File: config.mk
export PLATFORM = sky130hd
export DESIGN_NAME = vt52_front
export DESIGN_NICKNAME = d
export VERILOG_FILES = /design/src/rtl/vt52_pkg.sv /design/src/rtl/vt52_front.sv
export SDC_FILE = /design/constraint.sdc
export NUM_CORES = 1
export LEC_CHECK = 0
export BUFFER_PORTS_ARGS = -buffer_cell sky130_fd_sc_hd__buf_2
export CELL_PAD_IN_SITES_DETAIL_PLACEMENT = 1
export CELL_PAD_IN_SITES_GLOBAL_PLACEMENT = 2
export CORE_MARGIN = 5
export CORE_UTILIZATION = 34
export DETAILED_ROUTE_END_ITERATION = 6
export GPL_TIMING_DRIVEN = 0
export MAX_ROUTING_LAYER = met4
export PLACE_DENSITY = 0.78
export SETUP_SLACK_MARGIN = 0.5
export SYNTH_ARGS = -nofsm -noshare
export SYNTH_HDL_FRONTEND = slang
export SYNTH_SLANG_ARGS = --single-unit
File: constraint.sdc
create_clock -name i_clk -period 7.9 [get_ports i_clk]
set_clock_uncertainty 0.2 [all_clocks]
set_input_delay 1.58 -clock i_clk [delete_from_list [all_inputs] [get_ports i_clk]]
set_output_delay 1.58 -clock i_clk [all_outputs]
set_load 0.05 [all_outputs]
File: src/rtl/vt52_pkg.sv
// Shared types and constants for the VT52 escape decoder.
`default_nettype none
package vt52_pkg;
    typedef enum logic [3:0] {
        ACT_PUT    = 4'd0,
        ACT_SCROLL = 4'd1,
        ACT_CLEAR  = 4'd2,
        ACT_ERASE  = 4'd3,
        ACT_BELL   = 4'd4,
        ACT_FG     = 4'd5,
        ACT_BG     = 4'd6,
        ACT_REV_ON = 4'd7,
        ACT_REV_OFF= 4'd8,
        ACT_NONE   = 4'd9
    } t_action;

    localparam logic [1:0] CFG_COLS   = 2'd0;
    localparam logic [1:0] CFG_ROWS   = 2'd1;
    localparam logic [1:0] CFG_VBELL  = 2'd2;
    localparam logic [1:0] CFG_NLCR   = 2'd3;

    localparam logic [2:0] ESC_PLAIN = 3'd0;
    localparam logic [2:0] ESC_CTRL  = 3'd1;
    localparam logic [2:0] ESC_ROW   = 3'd2;
    localparam logic [2:0] ESC_COL   = 3'd3;
    localparam logic [2:0] ESC_FG    = 3'd4;
    localparam logic [2:0] ESC_BG    = 3'd5;

    localparam logic [7:0] CH_NUL = 8'd0;
    localparam logic [7:0] CH_BEL = 8'd7;
    localparam logic [7:0] CH_BS  = 8'd8;
    localparam logic [7:0] CH_TAB = 8'd9;
    localparam logic [7:0] CH_LF  = 8'd10;
    localparam logic [7:0] CH_CR  = 8'd13;
    localparam logic [7:0] CH_ESC = 8'd27;
    localparam logic [7:0] CH_SP  = 8'd32;
    localparam logic [7:0] CH_DEL = 8'h7f;

    localparam int MAX_RESULTS = 8;

    typedef struct packed {
        t_action    action;
        logic [7:0] pos_x;
        logic [7:0] pos_y;
        logic [7:0] rect_width;
        logic [7:0] rect_height;
        logic [7:0] value;
    } t_cmd;

    // one byte after classification: up to three fixed commands plus a tab run
    typedef struct packed {
        t_cmd [2:0] cmd;
        logic [2:0] cmd_valid;
        logic       tab;
        logic [7:0] tab_start;
        logic [7:0] tab_stop;
        logic [7:0] tab_row;
        logic [7:0] cursor_x;
        logic [7:0] cursor_y;
        logic       cursor_enabled;
    } t_job;
endpackage
`default_nettype wire

File: src/rtl/vt52_front.sv
// Front end: takes bytes, updates terminal state, produces one job per byte.
`default_nettype none
module vt52_front
    import vt52_pkg::*;
#(
    parameter int TAB_STOP = 8
) (
    input  wire logic       i_clk,
    input  wire logic       i_rst_n,
    input  wire logic       i_valid,
    output logic            o_ready,
    input  wire logic [7:0] i_data_byte,
    input  wire logic [7:0] i_num_columns,
    input  wire logic [7:0] i_num_rows,
    input  wire logic       i_visual_bell,
    input  wire logic       i_newline_adds_return,
    output logic            o_job_valid,
    input  wire logic       i_job_ready,
    output t_job            o_job
);
    logic [2:0] r_esc, n_esc;
    logic [7:0] r_col, n_col, r_row, n_row, r_scol, n_scol, r_srow, n_srow;
    logic       r_wrap, n_wrap, r_con, n_con, r_rev, n_rev;
    t_job       n_job;
    logic [1:0] ncmd;
    logic [7:0] cols, rows;
    logic [8:0] tstop;

    assign cols = (i_num_columns == 8'd0) ? 8'd1 : i_num_columns;
    assign rows = (i_num_rows == 8'd0) ? 8'd1 : i_num_rows;
    assign o_ready = !o_job_valid || i_job_ready;

    function automatic t_cmd mk(t_action a, logic [7:0] x, logic [7:0] y,
                                logic [7:0] w, logic [7:0] h, logic [7:0] v);
        t_cmd c;
        c.action = a; c.pos_x = x; c.pos_y = y;
        c.rect_width = w; c.rect_height = h; c.value = v;
        return c;
    endfunction

    function automatic logic [7:0] addr(logic [7:0] c, logic [7:0] sz);
        logic [7:0] p;
        if (sz > 8'd127) p = (c < CH_SP) ? 8'd0 : c - CH_SP;
        else p = {1'b0, 7'(c - CH_SP)};
        return (p >= sz) ? sz - 8'd1 : p;
    endfunction

    // next multiple of TAB_STOP above col
    function automatic logic [8:0] next_stop(logic [7:0] col);
        logic [8:0] s;
        s = 9'(TAB_STOP);
        for (int k = 1; k * TAB_STOP < 256; k++) begin
            if ({1'b0, col} >= 9'(k * TAB_STOP)) s = 9'((k + 1) * TAB_STOP);
        end
        return s;
    endfunction

    always_comb begin
        logic [7:0] c;
        logic [7:0] rest;
        logic       second;
        n_esc = r_esc; n_col = r_col; n_row = r_row; n_scol = r_scol; n_srow = r_srow;
        n_wrap = r_wrap; n_con = r_con; n_rev = r_rev;
        n_job = '0;
        ncmd = 2'd0;
        tstop = '0;
        for (int pass = 0; pass < 2; pass++) begin
            second = (pass == 1);
            c = second ? CH_CR : i_data_byte;
            rest = (n_col < cols) ? cols - n_col : 8'd0;
            if (!second || (i_data_byte == CH_LF && i_newline_adds_return)) begin
                case (n_esc)
                    ESC_PLAIN: begin
                        case (c)
                            CH_NUL, CH_DEL: ;
                            CH_BEL: if (!i_visual_bell) begin
                                n_job.cmd[ncmd] = mk(ACT_BELL, 0, 0, 0, 0, 0);
                                n_job.cmd_valid[ncmd] = 1'b1; ncmd = ncmd + 2'd1;
                            end
                            CH_BS: begin
                                n_job.cmd[ncmd] = mk(ACT_ERASE, n_col, n_row, rest, 1, 0);
                                n_job.cmd_valid[ncmd] = 1'b1; ncmd = ncmd + 2'd1;
                                if (n_col > 0) n_col = n_col - 8'd1;
                            end
                            CH_TAB: begin
                                tstop = next_stop(n_col);
                                if (tstop >= {1'b0, cols}) tstop = {1'b0, cols - 8'd1};
                                n_job.tab = 1'b1;
                                n_job.tab_start = n_col;
                                n_job.tab_stop = tstop[7:0];
                                n_job.tab_row = n_row;
                                n_col = tstop[7:0];
                            end
                            CH_LF: begin
                                if ({1'b0, n_row} + 9'd1 >= {1'b0, rows}) begin
                                    n_job.cmd[ncmd] = mk(ACT_SCROLL, 0, 0, 0, 0, 0);
                                    n_job.cmd_valid[ncmd] = 1'b1; ncmd = ncmd + 2'd1;
                                    n_row = rows - 8'd1;
                                end else n_row = n_row + 8'd1;
                            end
                            CH_CR: n_col = 8'd0;
                            CH_ESC: n_esc = ESC_CTRL;
                            default: begin
                                n_job.cmd[ncmd] = mk(ACT_PUT, n_col, n_row, 0, 0, c);
                                n_job.cmd_valid[ncmd] = 1'b1; ncmd = ncmd + 2'd1;
                                if ({1'b0, n_col} + 9'd1 >= {1'b0, cols}) begin
                                    if (!n_wrap) n_col = cols - 8'd1;
                                    else begin
                                        n_col = 8'd0;
                                        if ({1'b0, n_row} + 9'd1 >= {1'b0, rows}) begin
                                            n_job.cmd[ncmd] = mk(ACT_SCROLL, 0, 0, 0, 0, 0);
                                            n_job.cmd_valid[ncmd] = 1'b1; ncmd = ncmd + 2'd1;
                                            n_row = rows - 8'd1;
                                        end else n_row = n_row + 8'd1;
                                    end
                                end else n_col = n_col + 8'd1;
                            end
                        endcase
                    end
                    ESC_CTRL: begin
                        n_esc = ESC_PLAIN;
                        case (c)
                            "A": if (n_row > 0) n_row = n_row - 8'd1;
                            "B": n_row = ({1'b0, n_row} + 9'd1 >= {1'b0, rows}) ?
                                         rows - 8'd1 : n_row + 8'd1;
                            "C": n_col = ({1'b0, n_col} + 9'd1 >= {1'b0, cols}) ?
                                         cols - 8'd1 : n_col + 8'd1;
                            "D": if (n_col > 0) n_col = n_col - 8'd1;
                            "E": begin
                                n_job.cmd[ncmd] = mk(ACT_CLEAR, 0, 0, 0, 0, 0);
                                n_job.cmd_valid[ncmd] = 1'b1; ncmd = ncmd + 2'd1;
                                n_col = 8'd0; n_row = 8'd0;
                            end
                            "H": begin n_col = 8'd0; n_row = 8'd0; end
                            "I": begin
                                if (n_row > 0) n_row = n_row - 8'd1;
                                else begin
                                    n_job.cmd[ncmd] = mk(ACT_SCROLL, 0, 0, 0, 0, 0);
                                    n_job.cmd_valid[ncmd] = 1'b1; ncmd = ncmd + 2'd1;
                                end
                            end
                            "J": begin
                                if ({1'b0, n_row} + 9'd1 < {1'b0, rows}) begin
                                    n_job.cmd[ncmd] = mk(ACT_ERASE, 0, n_row + 8'd1, cols,
                                                         rows - 8'd1 - n_row, 0);
                                    n_job.cmd_valid[ncmd] = 1'b1; ncmd = ncmd + 2'd1;
                                end
                                n_job.cmd[ncmd] = mk(ACT_ERASE, n_col, n_row, rest, 1, 0);
                                n_job.cmd_valid[ncmd] = 1'b1; ncmd = ncmd + 2'd1;
                            end
                            "K": begin
                                n_job.cmd[ncmd] = mk(ACT_ERASE, n_col, n_row, rest, 1, 0);
                                n_job.cmd_valid[ncmd] = 1'b1; ncmd = ncmd + 2'd1;
                            end
                            "L", "M": begin
                                if ({1'b0, n_row} + 9'd1 < {1'b0, rows}) begin
                                    n_job.cmd[ncmd] = mk(ACT_SCROLL, 0, 0, 0, 0, 0);
                                    n_job.cmd_valid[ncmd] = 1'b1; ncmd = ncmd + 2'd1;
                                end
                                n_col = 8'd0;
                            end
                            "Y": n_esc = ESC_ROW;
                            "b": n_esc = ESC_FG;
                            "c": n_esc = ESC_BG;
                            "d": begin
                                if (n_row > 0) begin
                                    n_job.cmd[ncmd] = mk(ACT_ERASE, 0, 0, cols, n_row, 0);
                                    n_job.cmd_valid[ncmd] = 1'b1; ncmd = ncmd + 2'd1;
                                end
                                if (n_col > 0) begin
                                    n_job.cmd[ncmd] = mk(ACT_ERASE, 0, n_row, n_col, 1, 0);
                                    n_job.cmd_valid[ncmd] = 1'b1; ncmd = ncmd + 2'd1;
                                end
                            end
                            "e": n_con = 1'b1;
                            "f": n_con = 1'b0;
                            "j": begin n_scol = n_col; n_srow = n_row; end
                            "k": begin n_col = r_scol; n_row = r_srow; end
                            "l": begin
                                n_job.cmd[ncmd] = mk(ACT_ERASE, 0, n_row, cols, 1, 0);
                                n_job.cmd_valid[ncmd] = 1'b1; ncmd = ncmd + 2'd1;
                                n_col = 8'd0;
                            end
                            "o": if (n_col > 0) begin
                                n_job.cmd[ncmd] = mk(ACT_ERASE, 0, n_row, n_col, 1, 0);
                                n_job.cmd_valid[ncmd] = 1'b1; ncmd = ncmd + 2'd1;
                            end
                            "p": if (!n_rev) begin
                                n_job.cmd[ncmd] = mk(ACT_REV_ON, 0, 0, 0, 0, 0);
                                n_job.cmd_valid[ncmd] = 1'b1; ncmd = ncmd + 2'd1;
                                n_rev = 1'b1;
                            end
                            "q": if (n_rev) begin
                                n_job.cmd[ncmd] = mk(ACT_REV_OFF, 0, 0, 0, 0, 0);
                                n_job.cmd_valid[ncmd] = 1'b1; ncmd = ncmd + 2'd1;
                                n_rev = 1'b0;
                            end
                            "v": n_wrap = 1'b1;
                            "w": n_wrap = 1'b0;
                            default: ;
                        endcase
                    end
                    ESC_ROW: begin n_row = addr(c, rows); n_esc = ESC_COL; end
                    ESC_COL: begin n_col = addr(c, cols); n_esc = ESC_PLAIN; end
                    ESC_FG: begin
                        n_job.cmd[ncmd] = mk(ACT_FG, 0, 0, 0, 0, c);
                        n_job.cmd_valid[ncmd] = 1'b1; ncmd = ncmd + 2'd1;
                        n_esc = ESC_PLAIN;
                    end
                    ESC_BG: begin
                        n_job.cmd[ncmd] = mk(ACT_BG, 0, 0, 0, 0, c);
                        n_job.cmd_valid[ncmd] = 1'b1; ncmd = ncmd + 2'd1;
                        n_esc = ESC_PLAIN;
                    end
                    default: n_esc = ESC_PLAIN;
                endcase
            end
        end
        n_job.cursor_x = n_col;
        n_job.cursor_y = n_row;
        n_job.cursor_enabled = n_con;
    end

    always_ff @(posedge i_clk) begin
        if (!i_rst_n) begin
            r_esc <= ESC_PLAIN; r_col <= '0; r_row <= '0; r_scol <= '0; r_srow <= '0;
            r_wrap <= 1'b1; r_con <= 1'b1; r_rev <= 1'b0;
            o_job_valid <= 1'b0;
        end else begin
            o_job_valid <= (i_valid && o_ready) || (o_job_valid && !i_job_ready);
            if (i_valid && o_ready) begin
                r_esc <= n_esc; r_col <= n_col; r_row <= n_row;
                r_scol <= n_scol; r_srow <= n_srow;
                r_wrap <= n_wrap; r_con <= n_con; r_rev <= n_rev;
            end
        end
    end

    always_ff @(posedge i_clk) begin
        if (i_valid && o_ready) o_job <= n_job;
    end

    a_esc_range: assert property (@(posedge i_clk) disable iff (!i_rst_n)
        r_esc <= ESC_BG) else $error("escape state out of range");
    a_job_hold: assert property (@(posedge i_clk) disable iff (!i_rst_n)
        o_job_valid && !i_job_ready |=> o_job_valid && $stable(o_job))
        else $error("job changed while stalled");
endmodule
`default_nettype wire

# Word level (Yosys, flattened, before mapping)
# Index checks and enable logic that the tools add are counted.
# totals
memories	0
out_inout_bits	179
inputBits	30
mem_bits_ro	0
ramBits	0
latch_bits	0
ff_bits	216
# classes
reduce_logical	31
addsub	13
order_cmp	51
multipliers	0
shift	0
bitwise	9
mux	159
eq_ne	41
div	0
# op_table
cell	count
two-way mux 44 bit	10
case mux 44 bit (10 select lines)	1
case mux 44 bit (4 select lines)	2
two-way mux 9 bit	32
two-way mux 135 bit	2
case mux 135 bit (2 select lines)	1
bitwise mux 132 bit	2
demux 44 bit (select 2 bit)	3
bitwise AND 117 bit	2
NOT 117 bit	2
two-way mux 8 bit	28
equality test 8 x 7 -> 1 bit (second input constant)	26
two-way mux 41 bit	5
case mux 88 bit (2 select lines)	1
greater-or-equal comparator 8 bit (second input constant)	16
two-way mux 42 bit	3
case mux 8 bit (4 select lines)	3
case mux 44 bit (2 select lines)	1
two-way mux 43 bit	2
greater-or-equal comparator 8 x 7 -> 1 bit (second input constant)	8
case mux 8 bit (3 select lines)	2
equality test 8 x 4 -> 1 bit (second input constant)	4
greater-or-equal comparator 8 x 6 -> 1 bit (second input constant)	4
greater-or-equal comparator 8 bit	4
54 further kinds	140

# Longest topological paths before layout
# Gate-level depths: netlist of the first run.
# logic_depth
word_depth	40
ltp_mapped	17
depth_no_buf	15

# Worst setup path after synthesis of the first run
# No wires, ideal clock.
# synth_path
kind	in2reg
start	in i_job_ready
end	reg r_col[3]
required_ns	7.579
setup_ns	0.121
stages	6
arrival_ns	6.356
setup_slack_ns	1.223
path_cell_list	nand2b_1 -> nand2_1 -> clkinv_1 -> clkbuf_1 -> o21ai_0 -> a31oi_1
# synth_via
elab_chain_cells	2
# synth_rtl
element	line_no	source
start: declaration	vt52_front.sv:18	input wire logic i_job_ready,
logical OR 1 bit	vt52_front.sv:31	assign o_ready = !o_job_valid || i_job_ready;
logical AND 1 bit	vt52_front.sv:231	if (i_valid && o_ready) begin
end signal: assignment	vt52_front.sv:232	r_esc <= n_esc; r_col <= n_col; r_row <= n_row;
end: declaration	vt52_front.sv:22	logic [7:0] r_col, n_col, r_row, n_row, r_scol, n_scol, r_srow, n_srow;
# Every way passes these cells.
# A chain may end at the register's enable or synchronous reset.

==> results.md, run 1 <==
- Clk_lat worst skew: 0.45 ns
- Seq/Total Area, Yosys: 0.372
- Max Clock Freq: 0.142 GHz
- Share of synthesized flip-flops with an asynchronous set or reset: 0
- Cells after Synth: 1357
- Area share of the largest cell type after synthesis: 0.305
- Drc violations: 0
- Syn avg cell area: 8.62 µm²
- FF-to-FF Start: r_col[0]$_SDFFE_PN0P_
- WHS Endpoint: r_scol[4]$_SDFFE_PN0P_
- Seq. cell area: 0.00435 mm²
- Most frequently used flop master after synthesis: edfxtp_1
- Final WS setup: 0.863 ns
- Post-DP HPWL: 40000 µm
- Root buffer cell: clkbuf_16
- Drt first pass iters: 7
- Tmin final: 7.04 ns
- Initial DRC Count: 1131
- # clock sinks: 158
- Power per cell area: 182 mW/mm²
- Cell Count Post-Placement: 2021
- Crit-path cells: buf_2 > nor4_1 > nand2_1 > nand2b_1 > clkbuf_1 > ha_1 > nor2b_1 > o21ai_0 > a21oi_2 > nand2_1 > a31oi_2 > o21ai_0 > a222oi_1 > nand2_1
- Routability cong.: 0.956
- Initial antenna violation count: 0
- Top Metal Used: met4
- CTS tree: done
- Setup CP Type: input pin to flip-flop
- EDFF count, synth: 119
- Gr usage total: 0.267
- Core outline area: 0.0343 mm²
- Worst-path clk slew: 0.07 ns
- Slew @ Worst Pin: 1.36 ns
- Yosys cell types: 88
- FP Rows: 68
- First-pass GRT wire length: 75600 µm
- TritonCTS Buffers: 17
- Kind of cell adding the most delay to the critical path: compound AO/OA/AOI/OAI gates
- Xor-xnor portion of the synthesized cell area: 0.0285
- Status: completed
- Worst VDD drop: 149 µV
- Worst reg2reg setup slack: 2.40 ns
- Final hold vios: 0
- RR Endpoint: o_job[4]$_DFFE_PP_
- Hold path start: r_scol[4]$_SDFFE_PN0P_
- Met2 wire len: 22600 µm
- Slew HR: 0.0787
- Share of layout cells above drive strength 1: 0.179
- M1 WL: 23900 µm
- Crit path top cell by count: nand2_1
- WP data required: 7.87 ns
- Crit path capture type: flip-flop
- Post-synthesis register bit count: 158
- Main combinational cell family by area after synthesis: compound AO/OA/AOI/OAI gates
- Final max-slew violation count: 0
- Max-Cap Viols: 0
- CTS H-tree lvls: 4
- CP arrival: 7.01 ns
- Crit-path max FO: 10
- Met3 Wirelength: 3860 µm
- DIE AREA: 0.0382 mm²
- RSZ-0062 raised after global routing: no
- Starting density of the core: 0.341
- YS warnings: 0
- Post-CTS resize count: 0
- Nets: 1685
- Final setup fails: 0
- Via count: 11800
- WL final: 51700 µm
- Leakage: 0.00561 µW
- Die H: 196 µm
- Post-DRT Antenna Nets: 0
- Multi-input logic area: 0.00655 mm²
- Area grow syn2layout: 18.2%
- Post-Synth Simple-Gate Area: 0.205
- Final Cycle Share: 0.891
- Hold buffer count at cts: 0
- Bufs and invs on worst path: 2
- IO Pins: 209
- Worst-case clock buffer depth: 2
- Hold path cells: 2
- R2R depth: 12
- GRT overflow: 0
- Setup TNS Final: 0 ns
- Post-Synth Adder-Cell Area: 0.0761
- Compound-cell area share of the yosys netlist: 0.219
- Post-Place Setup Slack: 0.613 ns
- Die width: 196 µm
- Number of buffers added on ports: 153
- Largest net degree at the start of global routing: 46
- Worst Setup Start Kind: input pin
- Largest stage delay on the critical path: 0.76 ns
- WL/cell: 25.2 µm
- Vias in the first global route: 11700
- Slowest-stage cell, CP: nor4_1
- Worst hold-check path type: flip-flop to flip-flop
- # fillers: 4159
- Post-CTS setup buffers: 0
- Synth area leader: edfxtp_1
- Top cells by area, synth: edfxtp_1 31%, ha_1 7.3%, dfxtp_1 6.7%
- Vias per cell: 5.74
- Mux cell area share after synthesis: 0.0135
- Final std cells w/o fill: 2054
- Mapped Area: 0.0117 mm²
final cells by class:
type	instances	share of cell area
well taps	455	0.0412
plain buffers	143	0.0555
flip-flops and latches	158	0.315
repair buffers	155	0.0588
clock inverters	15	0.00796
diodes	1	0.000181
inverters	64	0.0174
multi-input cells	1046	0.473
clock buffers	17	0.0308
flip-flops by register name, summed over array words and instances (netlist names):
name and flops:
r_rev 1, r_row 8, r_scol 8, r_esc 3
r_col 8, o_job 119, r_con 1, o_job_valid 1
r_srow 8, r_wrap 1
power by group:
group          total [µW]  internal, µW  switching (µW)  leakage [µW]
clock network         796           405             391      0.000250
logic                 760           206             554       0.00385
registers             960           940            19.9       0.00151
total                2520          1550             964       0.00561
stage by stage:
stage	area, µm²	total power, µW	utilization	hold slack (ns)
global placement	13200	1720	0.386	0.242
global route	13800	2610	0.403	0.273
floorplan	11900	1510	-	0.234
detailed placement	13300	1720	0.388	0.250
CTS	13800	2510	0.403	0.261
finish	13800	2520	0.403	0.260
cell usage after synthesis, types with 24 or more instances:
| cell type | n |
|---|---|
| o21ai_0 | 75 |
| nor3_1 | 47 |
| and2_1 | 34 |
| nor2_1 | 97 |
| nand2_1 | 142 |
| buf_4 | 58 |
| a21oi_1 | 106 |
| ha_1 | 68 |
| edfxtp_1 | 119 |
| xnor2_1 | 24 |
| inv_1 | 57 |
| clkbuf_1 | 72 |
| nand3_1 | 41 |
| dfxtp_1 | 39 |
how the worst max path moves through the flow:
stage / slack (ns) / endpoint / start / depth (start not counted)
after floorplan: 1.22 / r_col[3]$_SDFFE_PN0P_ / i_job_ready / 6
after global placement: -0.46 / r_col[3]$_SDFFE_PN0P_ / i_job_ready / 7
after detailed placement: 0.61 / o_job[4]$_DFFE_PP_ / i_num_columns[4] / 14
after CTS: 1.07 / o_job[4]$_DFFE_PP_ / i_num_columns[4] / 14
after global routing: 0.70 / o_job[4]$_DFFE_PP_ / i_num_columns[4] / 14
final: 0.86 / o_job[4]$_DFFE_PP_ / i_num_columns[4] / 14
kinds of logic (layout without fill, tap and decap cells):
logic type / count (synthesis) / in the layout
and+or+nand+nor: 481 / 481
AOI/OAI and AO/OA: 389 / 389
buffers and inverters: 207 / 394
DFF: 158 / 158
adders and majority gates: 70 / 70
xor gates and xnor gates: 36 / 36
muxes: 15 / 15
other: 1 / 56
worst reg2reg max path, delay by kind of cell, from the launching register on:
family	cells	cell delay (ns)
buffers and inverters	2	0.84
and+or+nand+nor	2	0.52
adders and majority gates	2	0.73
AOI/OAI and AO/OA	6	2.48
DFF	1	0.46
per-layer routing:
| layer | vias up | global-route usage |
|---|---|---|
| met3 | 66 | 0.0452 |
| met1 | 5847 | 0.375 |
| met4 | 0 | 0.0724 |
| met2 | 544 | 0.401 |
| li1 | 5341 | - |
| met5 | - | - |
cell usage in the layout, fill, tap and decap left out, types with 24 or more instances in the layout:
cell,n
a21oi_1,106
and2_1,34
buf_2,160
buf_4,58
clkbuf_1,71
conb_1,55
dfxtp_1,39
edfxtp_1,119
ha_1,68
inv_1,57
nand2_1,142
nand3_1,41
nor2_1,97
nor3_1,47
o21ai_0,75
xnor2_1,24
Note: power is estimated with default switching activity, not from simulation.
==> inputs of run 2 (changes only) <==
--- a/config.mk
+++ b/config.mk
@@ -13,7 +13,8 @@
 export DETAILED_ROUTE_END_ITERATION = 6
 export GPL_TIMING_DRIVEN = 0
 export MAX_ROUTING_LAYER = met4
-export PLACE_DENSITY = 0.78
+export PLACE_DENSITY = 0.85
+export RECOVER_POWER = 50
 export SETUP_SLACK_MARGIN = 0.5
 export SYNTH_ARGS = -nofsm -noshare
 export SYNTH_HDL_FRONTEND = slang
==> run 2 against run 1 <==
  * The run now ends with capacitance limit, slew limit left
  * Critical path type unchanged
  * Clock power down 1%
  * Critical path depth unchanged
  * Sequential share of layout area up 0.46 points
==> results.md, run 2 (synthesized netlist as in run 1, its figures left out) <==
- Initial antenna violation count: 0
- Hold path start: r_srow[6]$_SDFFE_PN0P_
- Clock power share: 0.315
- CTS H-tree lvls: 4
- R2R depth: 12
- P_int: 1540 µW
- IO Pins: 209
- CP arrival: 6.88 ns
- Setup TNS Final: 0 ns
- Post-DRT Antenna Nets: 0
- Tot Pwr: 2500 µW
- Switching fraction of total power: 0.382
- Slew @ Worst Pin: 2.45 ns
- Worst reg2reg setup slack: 2.42 ns
- Layout Utilization: 0.398
- Combinational power share: 0.299
- FF-to-FF Start: r_col[0]$_SDFFE_PN0P_
- Crit-path cells: buf_2 > nor4_1 > nand2_1 > nand2b_1 > clkbuf_1 > ha_1 > nor2b_1 > o21ai_0 > a21oi_2 > nand2_1 > a31oi_2 > o21ai_0 > a222oi_1 > a31oi_1
- First-pass GRT wire length: 75700 µm
- Worst VDD drop: 137 µV
- Crit path capture type: flip-flop
- GRT overflow: 0
- Die H: 196 µm
- Slowest-stage cell, CP: nor4_1
- FP Rows: 68
- Commonest non-fill, non-tap cell in the layout: clkbuf_1
- Worst hold-check path type: flip-flop to flip-flop
- Vias in the first global route: 11800
- Post-route cell area: 0.0136 mm²
- TritonCTS Buffers: 17
- Nets: 1685
- Power per cell area: 183 mW/mm²
- # fillers: 4196
- Post-CTS resize count: 0
- Drt first pass iters: 6
- Number of buffers added on ports: 153
- Clk_lat worst skew: 0.44 ns
- WL/cell: 25.1 µm
- Worst setup path startpoint: i_num_columns[4]
- Seq pwr share: 0.386
- # clock sinks: 158
- WHS Endpoint: r_srow[6]$_SDFFE_PN0P_
- Crit-path max FO: 10
- Routability cong.: 0.957
- Hold buffer count at cts: 0
- Core outline area: 0.0343 mm²
- WL final: 51500 µm
- Gr usage total: 0.266
- Worst Setup Start Kind: input pin
- Largest net degree at the start of global routing: 53
- Final std cells w/o fill: 2053
- RR Endpoint: r_row[3]$_SDFFE_PN0P_
- Hold path cells: 2
- Status: finished with violations
- Worst-path clk slew: 0.07 ns
- Area grow syn2layout: 16.5%
- Final max-slew violation count: 79
- Via count: 11900
- Leakage: 0.00519 µW
- Share of layout cells above drive strength 1: 0.0951
- DIE AREA: 0.0382 mm²
- Final setup fails: 0
- Max FFs per register: 119
- Max Clock Freq: 0.146 GHz
- Ant. Diodes: 0
- Initial DRC Count: 1119
- Post-DP HPWL: 39700 µm
- Setup CP Type: input pin to flip-flop
- Final hold vios: 0
- CTS tree: done
- Die width: 196 µm
- Starting density of the core: 0.341
- Vias per cell: 5.80
- Area post-placement: 0.0133 mm²
- Worst-case clock buffer depth: 2
- Tmin final: 6.86 ns
- Slew HR: -0.635
- Largest stage delay on the critical path: 0.75 ns
- Most frequent cells in the layout: 206 x clkbuf_1, 142 x nand2_1, 119 x edfxtp_1, 106 x a21oi_1, 97 x nor2_1
- Cell Count Post-Placement: 2021
- Drc violations: 0
- Psw: 955 µW
- RSZ-0062 raised after global routing: no
- Most flop-heavy register: o_job
- Post-CTS setup buffers: 0
- WP data required: 7.91 ns
- Max-Cap Viols: 3
- Root buffer cell: clkbuf_16
- Failing checks: capacitance limit, slew limit
- Final Cycle Share: 0.869
-- run 2: cell types whose count changed in the layout (fill, tap and decap cells not counted), moves of 2 or more --
cell	change
buf_2	-131
clkbuf_1	+135
clkinv_1	-2
clkinv_4	+2
-- run 2: cell type report --
class	count	area [µm²]	area share
multi-input combinational	1046	6530	0.479
sequential	158	4350	0.319
buffer	143	762	0.0559
timing repair buffer	155	636	0.0466
tap	455	569	0.0418
clock buffer	19	433	0.0318
inverter	64	240	0.0176
clock inverter	13	105	0.00771
-- run 2: power groups by stage --
stage / logic (µW) / clock network, µW / registers, µW
after floorplan: 405 / 0 / 1110
after global placement: 729 / 0 / 985
after detailed placement: 743 / 0 / 979
after CTS: 748 / 793 / 961
after global routing: 793 / 832 / 968
final: 747 / 788 / 964
-- run 2: layer usage --
layer  global-route usage  vias up  wire [µm]
met2                0.411      611      23100
met3               0.0350       56       4170
li1                     -     5343          -
met4               0.0517        0        841
met5                    -        -          0
met1                0.377     5906      23500
-- run 2: worst max-delay path by stage --
| stage | to | slack, ns | depth (start not counted) |
|---|---|---|---|
| 2_1_floorplan | r_col[3]$_SDFFE_PN0P_ | 1.22 | 6 |
| 3_3_place_gp | r_col[3]$_SDFFE_PN0P_ | -0.43 | 7 |
| 3_5_place_dp | o_job[4]$_DFFE_PP_ | 0.66 | 14 |
| 5_1_grt | r_row[3]$_SDFFE_PN0P_ | 0.66 | 14 |
| 4_1_cts | o_job[4]$_DFFE_PP_ | 1.12 | 14 |
| 6_report | r_row[3]$_SDFFE_PN0P_ | 1.04 | 14 |
-- run 2: critical path, delay by kind of cell --
kind	cells	cell delay, ns
buf+inv	2	0.78
compound gates	6	2.34
simple gates	5	1.74
fa+ha+maj	1	0.40
-- run 2: per-stage QoR --
step                      hold slack, ns  worst slack (ns)
after detailed placement           0.249             0.658
after global placement             0.242            -0.433
after CTS                          0.260              1.12
after floorplan                    0.234              1.22
after global routing               0.281             0.661
final                              0.261              1.04
==> inputs of run 3 (changes only) <==
--- a/config.mk
+++ b/config.mk
@@ -8,7 +8,6 @@
 export BUFFER_PORTS_ARGS = -buffer_cell sky130_fd_sc_hd__buf_2
 export CELL_PAD_IN_SITES_DETAIL_PLACEMENT = 1
 export CELL_PAD_IN_SITES_GLOBAL_PLACEMENT = 2
-export CORE_MARGIN = 5
 export CORE_UTILIZATION = 34
 export DETAILED_ROUTE_END_ITERATION = 6
 export GPL_TIMING_DRIVEN = 0
==> run 3 against run 2 <==
  * The run still ends with capacitance limit, slew limit left
  * Wire length is 0.78% higher
  * Sequential power about the same
  * Fmax fell by 3.1%
  * Core utilization increased by 0.82 points
  * Worst hold slack improved by 0.010 ns
  * Count of clock-buffer cells in the layout fell by 2
==> results.md, run 3 (synthesized netlist as in run 1, its figures left out) <==
- Status: finished with violations
- Failing checks: capacitance limit, slew limit
- Clk_lat worst skew: 0.45 ns
- Slowest-stage cell, CP: nor4_1
- Crit path capture type: flip-flop
- Ant. Diodes: 0
- Share of layout cells above drive strength 1: 0.0951
- Final max-slew violation count: 141
- # clock sinks: 158
- Worst Setup Start Kind: input pin
- Hold WS: 0.271 ns
- Drc violations: 0
- Hold buffer count at cts: 0
- CTS tree: done
- Max Clock Freq: 0.141 GHz
- FP Rows: 67
- Max FFs per register: 119
- TritonCTS Buffers: 17
- Largest stage delay on the critical path: 0.79 ns
- Power per cell area: 192 mW/mm²
- Post-CTS resize count: 0
- Area grow syn2layout: 16.8%
- Root buffer cell: clkbuf_16
- IO Pins: 209
- Slew HR: -0.787
- Worst VDD drop: 153 µV
- Leakage: 0.00523 µW
- Die H: 188 µm
- First-pass GRT wire length: 75800 µm
- Grt met2 use: 0.435
- Largest net degree at the start of global routing: 49
- Die width: 188 µm
- GRT Max-Usage Layer: met2
- Final hold vios: 0
- Most flop-heavy register: o_job
- M1 GR Usage: 0.417
- DIE AREA: 0.0352 mm²
- Number of buffers added on ports: 153
- WL final: 51900 µm
- Max-Cap Viols: 5
- Crit path top cell by count: nand2_1
- Tmin final: 7.09 ns
- Worst-case clock buffer depth: 2
- Crit-path max FO: 10
- Initial DRC Count: 1112
- # fillers: 4166
- Drt first pass iters: 5
- CP arrival: 7.05 ns
- Nets: 1685
- GRT overflow: 0
- Via count: 11900
- Commonest non-fill, non-tap cell in the layout: clkbuf_1
- Most frequent cells in the layout: 205 x clkbuf_1, 142 x nand2_1, 119 x edfxtp_1, 106 x a21oi_1, 97 x nor2_1
- Gr usage total: 0.298
- Kind of cell adding the most delay to the critical path: compound AO/OA/AOI/OAI gates
- Worst reg2reg setup slack: 2.20 ns
- Post-CTS setup buffers: 0
- Initial antenna violation count: 1
- Worst hold-check path type: flip-flop to flip-flop
- RSZ-0062 raised after global routing: no
- Starting density of the core: 0.347
- Bufs and invs on worst path: 2
- Area post-placement: 0.0133 mm²
- Setup CP Type: input pin to flip-flop
- Slew @ Worst Pin: 2.68 ns
- GRT met3 Usage: 0.0550
- Final setup fails: 0
- Routability cong.: 0.969
- Vias per cell: 5.81
- Post-DP HPWL: 39600 µm
- Post-route cell area: 0.0137 mm²
- Post-DRT Antenna Nets: 0
- CTS H-tree lvls: 4
- Final Cycle Share: 0.897
- Layout Utilization: 0.406
- Setup TNS Final: 0 ns
- WP data required: 7.86 ns
- Worst-path clk slew: 0.07 ns
- WL/cell: 25.4 µm
- Vias in the first global route: 11600
- Core outline area: 0.0337 mm²
- Crit-path cells: buf_2 > nor4_1 > nand2_1 > nand2b_1 > clkbuf_1 > ha_1 > nor2b_1 > o21ai_0 > a21oi_2 > nand2_1 > a31oi_2 > o21ai_0 > a222oi_1 > nand2_1
==> run 3: cell count changes in the layout (fill, tap and decap cells not counted), sizes merged <==
| cell | previous run | this run |
|---|---|---|
| buf | 93 | 92 |
| clkinv | 10 | 13 |
| clkinvlp | 4 | 1 |
| clkbuf | 224 | 223 |
| inv | 63 | 62 |
| bufinv | 0 | 3 |
==> run 3: worst paths after layout <==
| path | start | to | cells past startpoint |
|---|---|---|---|
| worst max-delay path | i_num_columns[4] | o_job[4]$_DFFE_PP_ | 14 |
| worst min-delay path | r_srow[3]$_SDFFE_PN0P_ | r_srow[3]$_SDFFE_PN0P_ | 2 |
| worst max register to register | r_col[0]$_SDFFE_PN0P_ | o_job[4]$_DFFE_PP_ | 12 |
| worst min register to register | r_srow[3]$_SDFFE_PN0P_ | r_srow[3]$_SDFFE_PN0P_ | 2 |
==> run 3: per-layer routing <==
layer	wire length [µm]	vias up
met5	0	-
met4	1380	0
met3	4560	82
met2	22300	621
met1	23700	5838
li1	-	5337
==> run 3: cell type report <==
class                           instances  area (µm²)  share of cell area
Sequential cell                       158        4350               0.318
Tap cell                              448         561              0.0410
Clock inverter                         15         186              0.0136
Timing Repair Buffer                  155         612              0.0447
Multi-Input combinational cell       1046        6530               0.478
Buffer                                143         762              0.0557
Clock buffer                           17         425              0.0311
Inverter                               64         240              0.0176
==> run 3: through the flow <==
step,setup WS (ns),std cells,power (µW)
after detailed placement,0.632,2014,1730
final,0.813,2046,2630
after global placement,-0.509,2012,1720
after floorplan,1.22,1411,1510
after global routing,0.681,2046,2700
after CTS,1.07,2046,2630
==> run 3: power breakdown <==
group / total (µW) / internal, µW / switching (µW) / leakage (µW)
Combinational: 756 / 192 / 563 / 0.00342
Sequential: 965 / 943 / 21.8 / 0.00151
Clock: 906 / 504 / 401 / 0.000299
Total: 2630 / 1640 / 986 / 0.00523
==> run 3: worst register-to-register path, stage by stage (launching register included) <==
cell      delay, ns
dfxtp_1        0.50
clkbuf_1       0.56
inv_1          0.40
ha_1           0.55
ha_1           0.26
a211oi_1       0.19
o21ai_0        0.14
a21oi_2        0.41
nand2_1        0.33
a31oi_2        0.76
o21ai_0        0.39
a222oi_1       0.51
nand2_1        0.19
